**src/rtl/itrd_pkg.sv**
```systemverilog
// ----------------------------------------------------------------------------
// itrd_pkg
// Shared constants and helpers of the radix digit converter.
// ----------------------------------------------------------------------------
package itrd_pkg;

    localparam int RADIX_W     = 6;
    localparam int CHAR_W      = 7;
    localparam int MAX_RESULTS = 31;
    localparam int EMIT_W      = 5;
    localparam int DIV_STEP    = 8;

    localparam logic [RADIX_W-1:0] RADIX_RESET = 6'd10;
    localparam logic [RADIX_W-1:0] RADIX_MIN   = 6'd2;
    localparam logic [RADIX_W-1:0] RADIX_MAX   = 6'd36;

    localparam logic [CHAR_W-1:0] CHAR_ZERO  = 7'h30;
    localparam logic [CHAR_W-1:0] CHAR_ALPHA = 7'h41;
    localparam logic [RADIX_W-1:0] DEC_TEN   = 6'd10;
    localparam logic [RADIX_W-1:0] DEC_NINE  = 6'd9;

    localparam logic REG_RADIX = 1'b0;

    function automatic logic [CHAR_W-1:0] digit_ascii(input logic [RADIX_W-1:0] d);
        logic [CHAR_W-1:0] c;
        if (d <= DEC_NINE)
        begin
            c = CHAR_ZERO + CHAR_W'(d);
        end
        else
        begin
            c = CHAR_ALPHA + CHAR_W'(d - DEC_TEN);
        end
        return c;
    endfunction

endpackage

```
**src/rtl/itrd_in_if.sv**
```systemverilog
// ----------------------------------------------------------------------------
// itrd_in_if
// Input channel: one signed integer per transaction.
// ----------------------------------------------------------------------------
interface itrd_in_if #(
    parameter int VALUE_BITS = 32
);
    logic                         valid;
    logic                         ready;
    logic signed [VALUE_BITS-1:0] value;

    modport source (output valid, output value, input ready);
    modport sink   (input valid, input value, output ready);
endinterface

```
**src/rtl/itrd_out_if.sv**
```systemverilog
// ----------------------------------------------------------------------------
// itrd_out_if
// Output channel: one ASCII digit per transaction.
// ----------------------------------------------------------------------------
interface itrd_out_if;
    logic       valid;
    logic       ready;
    logic [6:0] digit_char;
    logic       last;
    logic       empty_res;

    modport source (output valid, output digit_char, output last, output empty_res, input ready);
    modport sink   (input valid, input digit_char, input last, input empty_res, output ready);
endinterface

```
**src/rtl/integer_to_radix_digits_core.sv**
```systemverilog
// ----------------------------------------------------------------------------
// integer_to_radix_digits_core
// Converts a signed integer to ASCII digits of a programmable radix.
// ----------------------------------------------------------------------------
// Usage:
//   din  : one signed value per transaction; ready only while idle.
//   dout : digits most significant first, last set on the final digit.
//          A zero or negative value gives one transaction with empty_res
//          and last set and digit_char zero.
//   APB  : register 0 (byte address 0) holds the radix, 6 bits, reset 10;
//          values outside 2..36 saturate. Write only while idle.
// Timing:
//   The divider retires 8 quotient bits per cycle, so one pass over the
//   value yields one digit. The digit stack then pops each digit through a
//   read state and a present state, the latter held while the receiver
//   stalls. At most 31 digits are emitted, the most significant ones.
// Reset clears the sequencer and sets the radix to 10. A stalled receiver
// holds the current digit; the sequencer waits in place.
// ----------------------------------------------------------------------------
module integer_to_radix_digits_core
    import itrd_pkg::*;
#(
    parameter int MAX_DIGITS = 32,
    parameter int VALUE_BITS = 32
) (
    input  logic                clk,
    input  logic                rst_n,
    input  logic                psel,
    input  logic                penable,
    input  logic                pwrite,
    input  logic [2:0]          paddr,
    input  logic [31:0]         pwdata,
    output logic [31:0]         prdata,
    output logic                pready,
    itrd_in_if.sink             din,
    itrd_out_if.source          dout
);

    localparam int CHUNKS = (VALUE_BITS + DIV_STEP - 1) / DIV_STEP;
    localparam int QW     = CHUNKS * DIV_STEP;
    localparam int CKW    = (CHUNKS > 1) ? $clog2(CHUNKS) : 1;
    localparam int AW     = $clog2(MAX_DIGITS);
    localparam int CW     = $clog2(MAX_DIGITS + 1);

    typedef enum logic [3:0] {
        ST_IDLE = 4'b0001,
        ST_DIV  = 4'b0010,
        ST_RD   = 4'b0100,
        ST_OUT  = 4'b1000
    } state_t;

    state_t               state_reg, state_next;
    logic [RADIX_W-1:0]   radix_reg;
    logic [RADIX_W-1:0]   base_reg, base_next;
    logic [QW-1:0]        quo_reg, quo_next;
    logic [RADIX_W-1:0]   rem_reg, rem_next;
    logic [CKW-1:0]       chunk_reg, chunk_next;
    logic [CW-1:0]        count_reg, count_next;
    logic [EMIT_W-1:0]    emit_reg, emit_next;
    logic                 last_reg, last_next;
    logic                 empty_reg, empty_next;
    logic [RADIX_W-1:0]   dig_reg;

    logic [RADIX_W-1:0]   mem [MAX_DIGITS];
    logic                 mem_we;
    logic [AW-1:0]        mem_waddr;
    logic [AW-1:0]        mem_raddr;

    logic [RADIX_W-1:0]   step_rem;
    logic [DIV_STEP-1:0]  step_q;
    logic [QW-1:0]        quo_shift;
    logic [RADIX_W-1:0]   base_clamp;
    logic [CW-1:0]        count_after;
    logic                 in_fire;
    logic                 out_fire;
    logic                 value_pos;

    assign pready = 1'b1;
    assign prdata = 32'(radix_reg);

    always_ff @(posedge clk or negedge rst_n)
    begin
        if (!rst_n)
        begin
            radix_reg <= RADIX_RESET;
        end
        else if (psel && penable && pwrite && paddr[2] == REG_RADIX)
        begin
            radix_reg <= pwdata[RADIX_W-1:0];
        end
    end

    assign in_fire   = din.valid && din.ready;
    assign out_fire  = dout.valid && dout.ready;
    assign value_pos = !din.value[VALUE_BITS-1] && (din.value != '0);

    always_comb
    begin
        if (radix_reg < RADIX_MIN)
        begin
            base_clamp = RADIX_MIN;
        end
        else if (radix_reg > RADIX_MAX)
        begin
            base_clamp = RADIX_MAX;
        end
        else
        begin
            base_clamp = radix_reg;
        end
    end

    always_comb
    begin
        logic [RADIX_W:0]   t;
        logic [RADIX_W-1:0] r;
        r      = rem_reg;
        step_q = '0;
        for (int i = 0; i < DIV_STEP; i++)
        begin
            t = {r, quo_reg[QW-1-i]};
            if (t >= {1'b0, base_reg})
            begin
                r                     = RADIX_W'(t - {1'b0, base_reg});
                step_q[DIV_STEP-1-i]  = 1'b1;
            end
            else
            begin
                r = t[RADIX_W-1:0];
            end
        end
        step_rem  = r;
        quo_shift = (quo_reg << DIV_STEP) | QW'(step_q);
    end

    assign count_after = (count_reg < CW'(MAX_DIGITS)) ? count_reg + 1'b1 : count_reg;
    assign mem_waddr   = count_reg[AW-1:0];
    assign mem_raddr   = AW'(count_reg - 1'b1);
    assign mem_we      = (state_reg == ST_DIV) && (chunk_reg == CKW'(CHUNKS - 1))
                         && (count_reg < CW'(MAX_DIGITS));

    always_comb
    begin
        state_next = state_reg;
        base_next  = base_reg;
        quo_next   = quo_reg;
        rem_next   = rem_reg;
        chunk_next = chunk_reg;
        count_next = count_reg;
        emit_next  = emit_reg;
        last_next  = last_reg;
        empty_next = empty_reg;
        case (state_reg)
            ST_IDLE:
            begin
                if (in_fire)
                begin
                    base_next  = base_clamp;
                    quo_next   = QW'($unsigned(din.value));
                    rem_next   = '0;
                    chunk_next = '0;
                    count_next = '0;
                    if (value_pos)
                    begin
                        state_next = ST_DIV;
                    end
                    else
                    begin
                        emit_next  = '0;
                        last_next  = 1'b1;
                        empty_next = 1'b1;
                        state_next = ST_OUT;
                    end
                end
            end
            ST_DIV:
            begin
                quo_next = quo_shift;
                if (chunk_reg == CKW'(CHUNKS - 1))
                begin
                    chunk_next = '0;
                    rem_next   = '0;
                    count_next = count_after;
                    if (quo_shift == '0)
                    begin
                        if (32'(count_after) > 32'(MAX_RESULTS))
                        begin
                            emit_next = EMIT_W'(MAX_RESULTS);
                        end
                        else
                        begin
                            emit_next = EMIT_W'(count_after);
                        end
                        state_next = ST_RD;
                    end
                end
                else
                begin
                    rem_next   = step_rem;
                    chunk_next = chunk_reg + 1'b1;
                end
            end
            ST_RD:
            begin
                count_next = count_reg - 1'b1;
                emit_next  = emit_reg - 1'b1;
                last_next  = (emit_reg == EMIT_W'(1));
                empty_next = 1'b0;
                state_next = ST_OUT;
            end
            ST_OUT:
            begin
                if (out_fire)
                begin
                    if (emit_reg == '0)
                    begin
                        count_next = '0;
                        state_next = ST_IDLE;
                    end
                    else
                    begin
                        state_next = ST_RD;
                    end
                end
            end
            default:
            begin
                state_next = ST_IDLE;
            end
        endcase
    end

    always_ff @(posedge clk or negedge rst_n)
    begin
        if (!rst_n)
        begin
            state_reg <= ST_IDLE;
            chunk_reg <= '0;
            count_reg <= '0;
            emit_reg  <= '0;
            last_reg  <= 1'b0;
            empty_reg <= 1'b0;
        end
        else
        begin
            state_reg <= state_next;
            chunk_reg <= chunk_next;
            count_reg <= count_next;
            emit_reg  <= emit_next;
            last_reg  <= last_next;
            empty_reg <= empty_next;
        end
    end

    always_ff @(posedge clk)
    begin
        base_reg <= base_next;
        quo_reg  <= quo_next;
        rem_reg  <= rem_next;
    end

    always_ff @(posedge clk)
    begin
        if (mem_we)
        begin
            mem[mem_waddr] <= step_rem;
        end
        if (state_reg == ST_RD)
        begin
            dig_reg <= mem[mem_raddr];
        end
    end

    assign din.ready       = (state_reg == ST_IDLE);
    assign dout.valid      = (state_reg == ST_OUT);
    assign dout.last       = last_reg;
    assign dout.empty_res  = empty_reg;
    assign dout.digit_char = empty_reg ? '0 : digit_ascii(dig_reg);

endmodule

```
**src/flat_wrapper.sv**
```systemverilog
// flat-port wrapper written by rule: the top's interface ports become plain ports
module integer_to_radix_digits_core_flat import itrd_pkg::*;
#(
    parameter int MAX_DIGITS = 32,
    parameter int VALUE_BITS = 32
)
  (clk, rst_n, psel, penable, pwrite, paddr, pwdata, prdata, pready, din_valid, din_value, din_ready, dout_valid, dout_digit_char, dout_last, dout_empty_res, dout_ready);
  itrd_in_if #(.VALUE_BITS(VALUE_BITS)) din_i ();
  itrd_out_if dout_i ();
  input  logic clk;
  input  logic rst_n;
  input  logic psel;
  input  logic penable;
  input  logic pwrite;
  input  logic [2:0] paddr;
  input  logic [31:0] pwdata;
  output logic [31:0] prdata;
  output logic pready;
  input wire logic [$bits(din_i.valid)-1:0] din_valid;
  input wire logic [$bits(din_i.value)-1:0] din_value;
  output wire logic [$bits(din_i.ready)-1:0] din_ready;
  output wire logic [$bits(dout_i.valid)-1:0] dout_valid;
  output wire logic [$bits(dout_i.digit_char)-1:0] dout_digit_char;
  output wire logic [$bits(dout_i.last)-1:0] dout_last;
  output wire logic [$bits(dout_i.empty_res)-1:0] dout_empty_res;
  input wire logic [$bits(dout_i.ready)-1:0] dout_ready;
  assign din_i.valid = din_valid;
  assign din_i.value = din_value;
  assign din_ready = din_i.ready;
  assign dout_valid = dout_i.valid;
  assign dout_digit_char = dout_i.digit_char;
  assign dout_last = dout_i.last;
  assign dout_empty_res = dout_i.empty_res;
  assign dout_i.ready = dout_ready;
  integer_to_radix_digits_core #(.MAX_DIGITS(MAX_DIGITS), .VALUE_BITS(VALUE_BITS)) u_core (.clk(clk), .rst_n(rst_n), .psel(psel), .penable(penable), .pwrite(pwrite), .paddr(paddr), .pwdata(pwdata), .prdata(prdata), .pready(pready), .din(din_i), .dout(dout_i));
endmodule
```
**config.mk**
```make
export PLATFORM = sky130hd
export DESIGN_NAME = integer_to_radix_digits_core_flat
export DESIGN_NICKNAME = d
export VERILOG_FILES = /design/src/rtl/itrd_pkg.sv /design/src/rtl/itrd_in_if.sv /design/src/rtl/itrd_out_if.sv /design/src/rtl/integer_to_radix_digits_core.sv /design/src/flat_wrapper.sv
export SDC_FILE = /design/constraint.sdc
export NUM_CORES = 1
export LEC_CHECK = 0
export CORE_MARGIN = 4
export CORE_UTILIZATION = 55
export CTS_CLUSTER_SIZE = 24
export DETAILED_ROUTE_END_ITERATION = 6
export DONT_BUFFER_PORTS = 1
export PLACE_DENSITY_LB_ADDON = 0.08
export SKIP_CTS_REPAIR_TIMING = 1
export SYNTH_ARGS = -nofsm -noshare
export SYNTH_HDL_FRONTEND = slang
export SYNTH_SLANG_ARGS = --single-unit
```
**constraint.sdc**
```tcl
create_clock -name clk -period 18.5 [get_ports clk]
set_clock_uncertainty 0.15 [all_clocks]
set_input_delay 3.7 -clock clk [delete_from_list [all_inputs] [get_ports clk]]
set_output_delay 3.7 -clock clk [all_outputs]
set_load 0.1 [all_outputs]
```
=== Word level (Yosys, flattened, before mapping) ===
Memory sizes are Yosys's and may differ from the RTL's. A register that Yosys moved wholly into a read port is not among the register bits.
Cells that the tools add are included.

* RAM bits: 192
* Memory bits (read-only): 0
* Memories: 1
* Word-level logic and storage cells: 128
* Latch bits: 0
* Flip-flop bits (word level): 69

* Equality and inequality tests: 12
* $add $sub $neg: 15
* $mul: 0
* Divide/modulo/power cells: 0
* Bitwise logic cells: 2
* Order comparisons: 13
* Shifts and indexed selects: 0
* Muxes and demuxes: 51
* Reductions and logical operators: 23

{| class="wikitable"
|+ Memory list
! memory !! words !! bits a word !! read ports !! clocked after Yosys merged registers in !! wr ports !! line !! text
|-
| u_core.mem || 32 || 6 || 1 || 1 || 1 || integer_to_radix_digits_core.sv:64 || <nowiki>logic [RADIX_W-1:0] mem [MAX_DIGITS];</nowiki>
|}

{| class="wikitable"
|+ Operator list
! operator !! count
|-
| 2-to-1 mux 6 bit || 15
|-
| one-hot mux 32 bit (2 select lines) || 1
|-
| >= comparator 7 x 6 -> 1 bit || 8
|-
| subtractor 6 bit || 8
|-
| logical NOT 32 bit || 1
|-
| 2-to-1 mux 32 bit || 1
|-
| OR 32 x 8 -> 32 bit || 1
|-
| nonzero test 32 bit || 1
|-
| 2-to-1 mux 5 bit || 5
|-
| one-hot mux 6 bit (4 select lines) || 1
|-
| 2-to-1 mux 4 bit || 5
|-
| one-hot mux 4 bit (4 select lines) || 1
|-
| one-hot mux 5 bit (3 select lines) || 1
|-
| 2-to-1 mux 7 bit || 2
|-
| 2-to-1 mux 1 bit || 12
|-
| inequality test 2 bit (second input constant) || 6
|-
| one-hot mux 6 bit (2 select lines) || 1
|-
| AND reduction 5 bit || 2
|-
| logical AND 1 bit || 8
|-
| adder 6 x 6 -> 7 bit (first input constant) || 1
|-
| adder 7 bit (first input constant) || 1
|-
| subtractor 6 x 4 -> 7 bit (second input constant) || 1
|-
| adder 6 x 1 -> 6 bit (second input constant) || 1
|-
| greater-than comparator 6 x 5 -> 1 bit (second input constant) || 1
|-
| 27 further kinds || 31
|}

=== Depth between registers and ports, before layout ===
Gate-level depths: netlist of the first run.

* Depth after elaboration: 21
* Gate-level depth with buffers: 81

=== Worst setup path before layout of the first run ===
No wires, ideal clock.

* Kind: register -> register
* From: register u_core.base_reg[1]
* To: memory u_core.mem[0][0] (data pin)
* Path buffers: 6
* Cell stages (with the launch flop): 74
* Clock period less this slack: 18.100 ns
* Path slack: 0.400 ns
* Arrival: 17.573 ns
* Setup time: 0.377 ns
* Cells stage by stage: edfxtp_1 > inv_1 > ha_1 > nand2b_1 > a311oi_4 > nor2_2 > mux2_2 > ha_1 > and4_1 > or3_1 > o31ai_4 > o211ai_4 > buf_2 > o21ai_0 > inv_1 > ha_1 > nor2b_1 > o31a_1 > [... 38 more ...] > nor2b_1 > o21ai_0 > nand2b_1 > a21o_1 > a21o_1 > a211oi_1 > nand2_1 > a41oi_1 > a31oi_1 > mux2i_1 > ha_1 > a21o_1 > a21o_1 > a21o_1 > a21o_1 > a211oi_1 > nand2_2 > a21oi_1

* Cells in the longest elaborated chain, start to end: 16

{| class="wikitable"
|+ Ends and longest elaborated chain
! element !! line !! text
|-
| from (decl) || integer_to_radix_digits_core.sv:54 || <nowiki>logic [RADIX_W-1:0] base_reg, base_next;</nowiki>
|-
| from (signal assigned) || integer_to_radix_digits_core.sv:257 || <nowiki>base_reg <= base_next;</nowiki>
|-
| subtractor 6 bit / >= comparator 7 x 6 -> 1 bit (equally long branches) || integer_to_radix_digits_core.sv:124, integer_to_radix_digits_core.sv:122 ||
|-
| 2-to-1 mux 6 bit || integer_to_radix_digits_core.sv:122 || <nowiki>if (t >= {1'b0, base_reg})</nowiki>
|-
| subtractor 6 bit / >= comparator 7 x 6 -> 1 bit (equally long branches) || integer_to_radix_digits_core.sv:124, integer_to_radix_digits_core.sv:122 ||
|-
| 2-to-1 mux 6 bit || integer_to_radix_digits_core.sv:122 ||
|-
| subtractor 6 bit / >= comparator 7 x 6 -> 1 bit (equally long branches) || integer_to_radix_digits_core.sv:124, integer_to_radix_digits_core.sv:122 ||
|-
| 2-to-1 mux 6 bit || integer_to_radix_digits_core.sv:122 ||
|-
| subtractor 6 bit / >= comparator 7 x 6 -> 1 bit (equally long branches) || integer_to_radix_digits_core.sv:124, integer_to_radix_digits_core.sv:122 ||
|-
| 2-to-1 mux 6 bit || integer_to_radix_digits_core.sv:122 ||
|-
| subtractor 6 bit / >= comparator 7 x 6 -> 1 bit (equally long branches) || integer_to_radix_digits_core.sv:124, integer_to_radix_digits_core.sv:122 ||
|-
| 2-to-1 mux 6 bit || integer_to_radix_digits_core.sv:122 ||
|-
| >= comparator 7 x 6 -> 1 bit / subtractor 6 bit (equally long branches) || integer_to_radix_digits_core.sv:122, integer_to_radix_digits_core.sv:124 ||
|-
| 2-to-1 mux 6 bit || integer_to_radix_digits_core.sv:122 ||
|-
| subtractor 6 bit / >= comparator 7 x 6 -> 1 bit (equally long branches) || integer_to_radix_digits_core.sv:124, integer_to_radix_digits_core.sv:122 ||
|-
| 2-to-1 mux 6 bit || integer_to_radix_digits_core.sv:122 ||
|-
| >= comparator 7 x 6 -> 1 bit (*) || integer_to_radix_digits_core.sv:122 ||
|-
| 2-to-1 mux 6 bit (*) || integer_to_radix_digits_core.sv:122 ||
|-
| named net u_core.step_rem[0] || integer_to_radix_digits_core.sv:69 || <nowiki>logic [RADIX_W-1:0] step_rem;</nowiki>
|-
| to (decl) || integer_to_radix_digits_core.sv:64 ||
|}

Mark *: on every way through the listed nets, which the timed path passes. The rest lies on a longest branch.

=== Worst setup path after layout of the first run ===
* From: register u_core.base_reg[3]
* To: register u_core.emit_reg[0]

* Cells in the longest elaborated chain, start to end: 20

{| class="wikitable"
|+ Ends and longest elaborated chain
! element !! line !! text
|-
| subtractor 6 bit / >= comparator 7 x 6 -> 1 bit (equally long branches) || integer_to_radix_digits_core.sv:124, integer_to_radix_digits_core.sv:122 ||
|-
| 2-to-1 mux 6 bit || integer_to_radix_digits_core.sv:122 ||
|-
| subtractor 6 bit / >= comparator 7 x 6 -> 1 bit (equally long branches) || integer_to_radix_digits_core.sv:124, integer_to_radix_digits_core.sv:122 ||
|-
| 2-to-1 mux 6 bit || integer_to_radix_digits_core.sv:122 ||
|-
| subtractor 6 bit / >= comparator 7 x 6 -> 1 bit (equally long branches) || integer_to_radix_digits_core.sv:124, integer_to_radix_digits_core.sv:122 ||
|-
| 2-to-1 mux 6 bit || integer_to_radix_digits_core.sv:122 ||
|-
| >= comparator 7 x 6 -> 1 bit / subtractor 6 bit (equally long branches) || integer_to_radix_digits_core.sv:122, integer_to_radix_digits_core.sv:124 ||
|-
| 2-to-1 mux 6 bit || integer_to_radix_digits_core.sv:122 ||
|-
| [... 4 more ...] || -- ||
|-
| subtractor 6 bit / >= comparator 7 x 6 -> 1 bit (equally long branches) || integer_to_radix_digits_core.sv:124, integer_to_radix_digits_core.sv:122 ||
|-
| 2-to-1 mux 6 bit || integer_to_radix_digits_core.sv:122 ||
|-
| >= comparator 7 x 6 -> 1 bit || integer_to_radix_digits_core.sv:122 ||
|-
| 2-to-1 mux 1 bit || integer_to_radix_digits_core.sv:122 ||
|-
| OR 32 x 8 -> 32 bit (*) || integer_to_radix_digits_core.sv:133 || <nowiki>quo_shift = (quo_reg << DIV_STEP) | QW'(step_q);</nowiki>
|-
| logical NOT 32 bit (*) || integer_to_radix_digits_core.sv:184 || <nowiki>if (quo_shift == '0)</nowiki>
|-
| inequality test 2 bit (no line) (*) || -- ||
|-
| AND reduction 5 bit (no line) (*) || -- ||
|-
| to (signal assigned) || integer_to_radix_digits_core.sv:249 || <nowiki>emit_reg <= emit_next;</nowiki>
|-
| to (decl) || integer_to_radix_digits_core.sv:59 || <nowiki>logic [EMIT_W-1:0] emit_reg, emit_next;</nowiki>
|}

Mark *: on every way between the ends. The rest lies on a longest branch, timed or not.
A chain may end at the register's enable or synchronous reset.

==> qor.csv, run 1 <==
stage;metric;value;unit
timing;fin. max-slew vios;0;
clock_tree;CTS sink cnt;267;
route;initial drt markers;742;
critical_path;R2R setup slack;1.18;ns
global_route;pin count of the biggest net entering global routing;56;
timing;RSZ-0062 raised after global routing;no;
synth;sequential-to-total area share from yosys stat;0.539;
synth;synthesized flop and latch total;267;
global_route;gr busiest metal;met1;
global_route;met3 Use GR;0.0354;
flow_run;Max Cap Viol;0;
timing;Fin. Hold Viols;0;
place;I/O Buffers;0;
clock_tree;Clock Latency Late Sink;0.55;ns
synth;Synth async-reset ratio;0.0936;
cells_and_area;fillers;2073;
timing;clock period minus worst slack;17.32;ns
global_route;GRT overflow;0;
timing;final period utilization;0.936;
critical_path;critical path arrival;17.57;ns
timing;endpoints failing setup;0;
synth;Synth Cell Area;0.0146;sq mm
floorplan;row count;59;
floorplan;die height;171;um
synth;Yosys cell types;95;
floorplan;Die ar.;0.0293;sq mm
place;DP HPWL;23000;um
floorplan;Starting Density;0.560;
route;wire per inst;21.0;um
cells_and_area;area of the multi-input gates;0.00631;sq mm
global_route;met1 Usage GRT;0.350;
floorplan;die width;171;um
cells_and_area;antenna cells;0;
critical_path;R2R depth;72;
critical_path;CP startpoint kind;register;
global_route;GRT met2 Usage;0.331;
synth;Post-Syn Instances;1143;
route;Post-route DRC;0;
critical_path;critical path's slowest cell;a311oi_4;
critical_path;capturing point of the worst reg2reg path;u_core.emit_reg[0];
global_route;initial antenna violation count;0;
global_route;vias in the first global route;8996;
worst_hold_path;worst hold-check path type;reg2reg;
synth;commonest register cell after synthesis;edfxtp_1;
clock_tree;clock root buffer;clkbuf_16;
clock_tree;CTS tree;yes;
critical_path;CP max stage delay;0.42;ns
cells_and_area;Area Overhead vs Synth;9.57;%
timing;max_slew headroom;0.215;
cells_and_area;FF/Latch Area;0.00790;sq mm
timing;measured slew at the worst slew-check pin;1.18;ns
route;DRT antenna net count;0;
place;DP Cell Count;1483;
global_route;total track usage;0.221;
critical_path;crit end category;register;
place;DP Area;0.0152;sq mm
critical_path;reg2reg start;u_core.base_reg[3];
route;via/cell ratio;5.95;
floorplan;CORE AREA;0.0261;sq mm
cells_and_area;max reg flops;192;
worst_hold_path;Hold Crit Endpoint;u_core.chunk_reg[0];
route;Pre-antenna DRT Iters;4;
critical_path;Max FO, Critical Path;10;
floorplan;I/O pin count;118;
cells_and_area;non-filler cells, final;1530;
global_route;global-route wire length before repair;50400;um
critical_path;critical path class;reg2reg;
timing;Hold Slack;0.355;ns
synth;Avg Cell Area, Syn;12.8;sq um
clock_tree;Clock Path Buffers;3;
place;GP Congestion;0.927;
clock_tree;TritonCTS Buffers;27;
synth;Yosys Warn Count;0;
worst_hold_path;Hold Crit Depth;1;
cells_and_area;share of cells above drive strength 1;0.188;
synth;Post-synth EDFFs;242;
cells_and_area;most frequent cells in the layout;edfxtp_1, nand2_1, nor2_1;
critical_path;Crit path required time;18.76;ns
clock_tree;CTS clk-pin slew, worst paths;0.06;ns
route;total number of vias;9096;
cells_and_area;Finished Cell Area;0.0160;sq mm
cells_and_area;most common library cell in the layout ignoring fill and taps;edfxtp_1;
run_status;outcome;completed;
timing;setup TNS;0;ns
route;Routed WL;32100;um
clock_tree;H-tree depth;1;
cells_and_area;final net count;1318;
timing;Max Fclk;57.8;MHz
worst_hold_path;hold wc startpoint;u_core.chunk_reg[0];
-- area by class of cell --
cell class                 instances  area share
clock buffer                      35      0.0446
clock inverter                    12     0.00780
inverter                          58      0.0137
multi-input combinational        778       0.393
sequential                       267       0.492
tap                              335      0.0261
timing repair buffer              45      0.0223
-- worst max-delay path, delay by kind of cell, from the launching register on --
family          cells  cell delay, ns
simple gates       20            4.02
fa+ha+maj           8            2.60
flops               1            0.34
mux                 3            1.15
buf+inv             7            1.06
compound gates     34            7.84
-- cell families after synthesis --
family / synth area share
AND/OR/NAND/NOR: 0.120
flip-flops: 0.539
AO/OA/AOI/OAI: 0.100
buffers and inverters: 0.0403
multiplexers: 0.117
adder cells (fa/ha/maj): 0.0620
XOR/XNOR: 0.0209
other: 0.000513
-- metal layers --
| metal | vias up | share of wire |
|---|---|---|
| li1 | 4330 | - |
| met1 | 4450 | 0.48 |
| met2 | 280 | 0.44 |
| met3 | 36 | 0.064 |
| met4 | 0 | 0.015 |
| met5 | - | 0 |
-- metrics by stage --
stage | setup slack [ns] | utilization
global route | 0.0533 | 0.614
finish | 1.18 | 0.614
floorplan | 0.400 | -
CTS | 0.984 | 0.614
detailed placement | 1.04 | 0.582
global placement | 1.11 | 0.582
-- how the worst max path moves through the flow --
stage / startpoint / cells after the start / slack, ns / endpoint
after global routing: u_core.base_reg[4] / 74 / 0.05 / u_core.emit_reg[0]
final: u_core.base_reg[3] / 72 / 1.18 / u_core.emit_reg[0]
after CTS: u_core.base_reg[4] / 69 / 0.98 / u_core.mem[24][2]
after detailed placement: u_core.base_reg[4] / 66 / 1.04 / u_core.mem[17][2]
after floorplan: u_core.base_reg[1] / 73 / 0.40 / u_core.mem[0][0]
after global placement: u_core.base_reg[4] / 69 / 1.11 / u_core.mem[17][2]
-- synthesized netlist by cell type (all sizes together), types with 5 or more instances --
cell type	count	area, sq um
mux2i	8	80.1
buf	38	269
nand3	25	125
edfxtp	242	7270
a21o	16	120
mux2	25	285
or3	12	80.1
nor3	17	116
fa	8	160
and2	5	33.8
nand2	133	502
o21ai	58	302
mux4	60	1350
nand4	7	43.8
a211oi	17	180
a31oi	13	115
a21oi	38	190
ha	59	738
xor2	12	105
nor4	18	128
nand2b	12	75.1
inv	57	216
nor2	94	355
nor2b	16	100
o21a	6	45.0
clkbuf	27	101
xnor2	23	201
dfrtp	22	551
Power of run 1 is left out: the tool's default activity adds up to more than one toggle a clock period on the data nets, which glitch-free logic cannot reach.
==> inputs of run 2 (changes only) <==
--- a/config.mk
+++ b/config.mk
@@ -6,7 +6,7 @@
 export NUM_CORES = 1
 export LEC_CHECK = 0
 export CORE_MARGIN = 4
-export CORE_UTILIZATION = 55
+export CORE_UTILIZATION = 40
 export CTS_CLUSTER_SIZE = 24
 export DETAILED_ROUTE_END_ITERATION = 6
 export DONT_BUFFER_PORTS = 1
==> run 2 against run 1 <==
Non-clock buffer count shrank 3. Clock-buffer cell count decreased by 1. Sequential share of layout area down 1.2 points. Worst hold slack improved by 0.0048 ns. Via count increased by 0.24%. First-iteration DRC count down 0.67%. Critical path depth down 4.
==> qor.csv, run 2 (same netlist as run 1, synthesis figures left out) <==
stage;metric;value;unit
critical_path;R2R setup slack;1.29;ns
critical_path;R2R depth;68;
floorplan;die width;199;um
route;Routed WL;35800;um
critical_path;crit end category;register;
cells_and_area;most frequent cells in the layout;edfxtp_1, nand2_1, nor2_1;
critical_path;CP dominant cell by count;a21o_1;
critical_path;reg2reg start;u_core.base_reg[4];
floorplan;Die ar.;0.0397;sq mm
floorplan;I/O pin count;118;
clock_tree;H-tree depth;1;
route;Post-route DRC;0;
global_route;initial antenna violation count;0;
critical_path;CP max stage delay;0.44;ns
clock_tree;Clock Path Buffers;3;
timing;Max Fclk;58.1;MHz
route;initial drt markers;737;
critical_path;critical path's slowest cell;a21oi_1;
timing;final period utilization;0.930;
global_route;global-route wire length before repair;56000;um
place;DP HPWL;25700;um
critical_path;critical path class;reg2reg;
timing;endpoints failing setup;0;
timing;setup TNS;0;ns
timing;max_slew headroom;0.252;
route;via/cell ratio;5.49;
critical_path;Crit path required time;18.78;ns
clock_tree;CTS tree;yes;
worst_hold_path;worst hold-check path type;reg2reg;
timing;measured slew at the worst slew-check pin;1.12;ns
timing;clock period minus worst slack;17.21;ns
clock_tree;CTS sink cnt;267;
cells_and_area;share of cells above drive strength 1;0.198;
route;DRT antenna net count;0;
worst_hold_path;Hold Crit Endpoint;u_core.chunk_reg[1];
timing;Fin. Hold Viols;0;
critical_path;capturing point of the worst reg2reg path;u_core.emit_reg[0];
clock_tree;TritonCTS Buffers;30;
floorplan;Starting Density;0.409;
critical_path;CP startpoint kind;register;
route;Pre-antenna DRT Iters;5;
cells_and_area;max reg flops;192;
clock_tree;CTS clk-pin slew, worst paths;0.06;ns
global_route;pin count of the biggest net entering global routing;45;
floorplan;die height;199;um
cells_and_area;Area Overhead vs Synth;12.4;%
run_status;outcome;completed;
timing;RSZ-0062 raised after global routing;no;
worst_hold_path;Hold Crit Depth;2;
route;total number of vias;9118;
critical_path;critical path arrival;17.48;ns
place;I/O Buffers;0;
clock_tree;Clock Latency Late Sink;0.57;ns
worst_hold_path;hold wc startpoint;u_core.chunk_reg[1];
cells_and_area;fillers;3235;
floorplan;CORE AREA;0.0358;sq mm
critical_path;Max FO, Critical Path;18;
cells_and_area;most common library cell in the layout ignoring fill and taps;edfxtp_1;
global_route;vias in the first global route;9218;
global_route;total track usage;0.184;
global_route;GRT overflow;0;
cells_and_area;final net count;1318;
clock_tree;clock root buffer;clkbuf_16;
flow_run;Max Cap Viol;0;
cells_and_area;antenna cells;0;
route;wire per inst;21.5;um
cells_and_area;area of the multi-input gates;0.00632;sq mm
timing;fin. max-slew vios;0;
place;GP Congestion;0.841;
floorplan;row count;69;
cells_and_area;FF/Latch Area;0.00790;sq mm
## run 2: changes by cell type in the layout (fill, tap and decap cells not counted), moves of 3 or more
| cell | previous run | this run |
|---|---|---|
| buf_4 | 44 | 41 |
| bufinv_16 | 2 | 8 |
| clkbuf_1 | 7 | 4 |
| clkbuf_16 | 27 | 30 |
| clkinv_1 | 4 | 7 |
| o21ai_1 | 16 | 13 |
| o21ai_2 | 0 | 3 |
## run 2: worst max path at each step
stage                         endpoint                from  slack, ns  cells after the start
floorplan             u_core.mem[0][0]  u_core.base_reg[1]       0.40                     73
CTS                 u_core.emit_reg[0]  u_core.base_reg[4]       0.69                     70
global route        u_core.emit_reg[2]  u_core.base_reg[4]       0.08                     73
detailed placement  u_core.emit_reg[0]  u_core.base_reg[4]       0.75                     70
finish              u_core.emit_reg[0]  u_core.base_reg[4]       1.29                     68
global placement    u_core.emit_reg[0]  u_core.base_reg[4]       0.80                     73
## run 2: critical path: cells and delay by family (launching register included)
kind                     cells  cell delay [ns]
AO/OA/AOI/OAI               34             7.76
AND/OR/NAND/NOR             18             3.85
adder cells (fa/ha/maj)      8             2.62
multiplexers                 5             1.77
buffers and inverters        3             0.55
flip-flops                   1             0.37
## run 2: cell type report
class	count	share of cell area
Clock buffer	34	0.0465
Sequential cell	267	0.480
Multi-Input combinational cell	778	0.384
Timing Repair Buffer	42	0.0204
Clock inverter	22	0.0202
Inverter	58	0.0134
Tap cell	461	0.0351
## run 2: per-stage QoR
stage	instances	setup slack (ns)	utilization	instance area [sq um]	hold slack, ns
final	1662	1.29	0.459	16500	0.359
after global routing	1662	0.0780	0.459	16500	0.403
after CTS	1659	0.692	0.458	16400	0.356
after detailed placement	1603	0.754	0.427	15300	0.340
after global placement	1603	0.798	0.427	15300	0.338
after floorplan	1168	0.400	-	14700	0.317
## run 2: per-layer routing
metal	wire (um)	up-vias	track usage
li1	-	4336	-
met1	17600	4536	0.291
met4	430	0	0.0289
met5	0	-	0
met2	15800	219	0.275
met3	2010	27	0.0298
Power of run 2 is left out for the same reason.
==> inputs of run 3 (changes only) <==
--- a/config.mk
+++ b/config.mk
@@ -5,6 +5,7 @@
 export SDC_FILE = /design/constraint.sdc
 export NUM_CORES = 1
 export LEC_CHECK = 0
+export CORE_ASPECT_RATIO = 1.2
 export CORE_MARGIN = 4
 export CORE_UTILIZATION = 40
 export CTS_CLUSTER_SIZE = 24
==> run 3 against run 2 <==
Clock-buffer cell count is 1 higher. Wire length is 2.0% lower. Maximum frequency is 0.88% lower. Final area is 1.1% lower. Sequential share of layout area is 0.54 points higher. Critical endpoint unchanged. First-iteration DRC count is 40% lower. Core utilization is 0.79 points lower. Die area hardly changed. Setup slack worse by 0.15 ns. Register-to-register slack worse by 0.15 ns. Final cell count is 0.12% lower. Non-clock buffer count is 4 lower. Critical path type unchanged.
==> qor.csv, run 3 (same netlist as run 1, synthesis figures left out) <==
stage;metric;value;unit
floorplan;die height;218;um
clock_tree;CTS sink cnt;267;
timing;fin. max-slew vios;0;
timing;measured slew at the worst slew-check pin;1.20;ns
critical_path;critical path arrival;17.64;ns
route;Pre-antenna DRT Iters;5;
cells_and_area;Area Overhead vs Synth;11.1;%
floorplan;Die ar.;0.0397;sq mm
place;DP HPWL;26200;um
clock_tree;Clock Path Buffers;3;
floorplan;row count;76;
route;wire per inst;21.1;um
route;DRT antenna net count;0;
worst_hold_path;worst hold-check path type;reg2reg;
route;Post-route DRC;0;
clock_tree;Clock Latency Late Sink;0.57;ns
floorplan;CORE AREA;0.0360;sq mm
place;GP Congestion;0.842;
timing;endpoints failing setup;0;
global_route;initial antenna violation count;0;
critical_path;Buffers & Inverters on Critical Path;5;
timing;final period utilization;0.938;
timing;clock period minus worst slack;17.36;ns
clock_tree;CTS tree;yes;
cells_and_area;antenna cells;0;
critical_path;Top delay family on crit path;compound AO/OA/AOI/OAI gates;
run_status;outcome;completed;
global_route;global-route wire length before repair;54600;um
cells_and_area;most frequent cells in the layout;edfxtp_1, nand2_1, nor2_1;
critical_path;crit end category;register;
cells_and_area;share of cells above drive strength 1;0.190;
critical_path;critical path's slowest cell;or3_1;
critical_path;critical path class;reg2reg;
flow_run;Max Cap Viol;0;
floorplan;I/O pin count;118;
global_route;pin count of the biggest net entering global routing;45;
clock_tree;clock root buffer;clkbuf_16;
critical_path;CP startpoint kind;register;
critical_path;Max FO, Critical Path;15;
timing;Max Fclk;57.6;MHz
clock_tree;TritonCTS Buffers;29;
timing;max_slew headroom;0.199;
timing;RSZ-0062 raised after global routing;no;
route;Routed WL;35100;um
critical_path;Crit path required time;18.78;ns
global_route;met3 Use GR;0.0252;
place;I/O Buffers;0;
floorplan;die width;183;um
global_route;gr busiest metal;met2;
timing;setup TNS;0;ns
global_route;vias in the first global route;9354;
cells_and_area;most common library cell in the layout ignoring fill and taps;edfxtp_1;
critical_path;CP dominant cell by count;a21o_1;
timing;Fin. Hold Viols;0;
global_route;met1 Usage GRT;0.219;
cells_and_area;fillers;3318;
global_route;total track usage;0.176;
critical_path;CP max stage delay;0.48;ns
global_route;GRT overflow;0;
global_route;GRT met2 Usage;0.311;
route;via/cell ratio;5.43;
cells_and_area;max reg flops;192;
cells_and_area;final net count;1313;
route;initial drt markers;439;
clock_tree;H-tree depth;1;
route;total number of vias;9016;
clock_tree;CTS clk-pin slew, worst paths;0.06;ns
floorplan;Starting Density;0.406;
## run 3: final timing paths
kind	endpoint	cells past startpoint	slack [ns]	start
min in group asynchronous	u_core.state_reg[2]	0	2.68	rst_n
worst min-delay path	u_core.chunk_reg[0]	1	0.35	u_core.chunk_reg[0]
max in group asynchronous	u_core.radix_reg[1]	0	15.35	rst_n
worst min register to register	u_core.chunk_reg[0]	1	0.35	u_core.chunk_reg[0]
worst max register to register	u_core.emit_reg[0]	74	1.14	u_core.base_reg[4]
worst max-delay path	u_core.emit_reg[0]	74	1.14	u_core.base_reg[4]
## run 3: routing by layer
metal	part of all wire	wire (um)
met4	0.038	1350
met1	0.41	14300
met3	0.043	1520
met2	0.51	17900
met5	0	0
## run 3: worst reg2reg max path: cells and delay by family, from the launching register on
kind	cells	cell delay, ns
muxes	4	1.32
DFF	1	0.37
AOI/OAI and AO/OA	36	7.84
and+or+nand+nor	21	4.22
adders and majority gates	8	2.44
buffers and inverters	5	0.84
## run 3: metrics by stage
step	instance area, sq um	utilization	cells	hold WS, ns	worst slack [ns]
3_3_place_gp	15300	0.424	1607	0.342	0.478
4_1_cts	16200	0.450	1658	0.355	0.367
3_5_place_dp	15300	0.424	1607	0.349	0.405
6_report	16300	0.451	1660	0.349	1.14
5_1_grt	16300	0.451	1660	0.374	0.00335
2_1_floorplan	14700	-	1168	0.317	0.400
## run 3: area by class of cell
type,instances,area [sq um],area share
Clock buffer,35,748,0.0460
Clock inverter,16,175,0.0108
Inverter,58,220,0.0135
Multi-Input combinational cell,778,6330,0.389
Sequential cell,267,7900,0.486
Tap cell,468,586,0.0360
Timing Repair Buffer,38,305,0.0188
Power of run 3 is left out for the same reason.
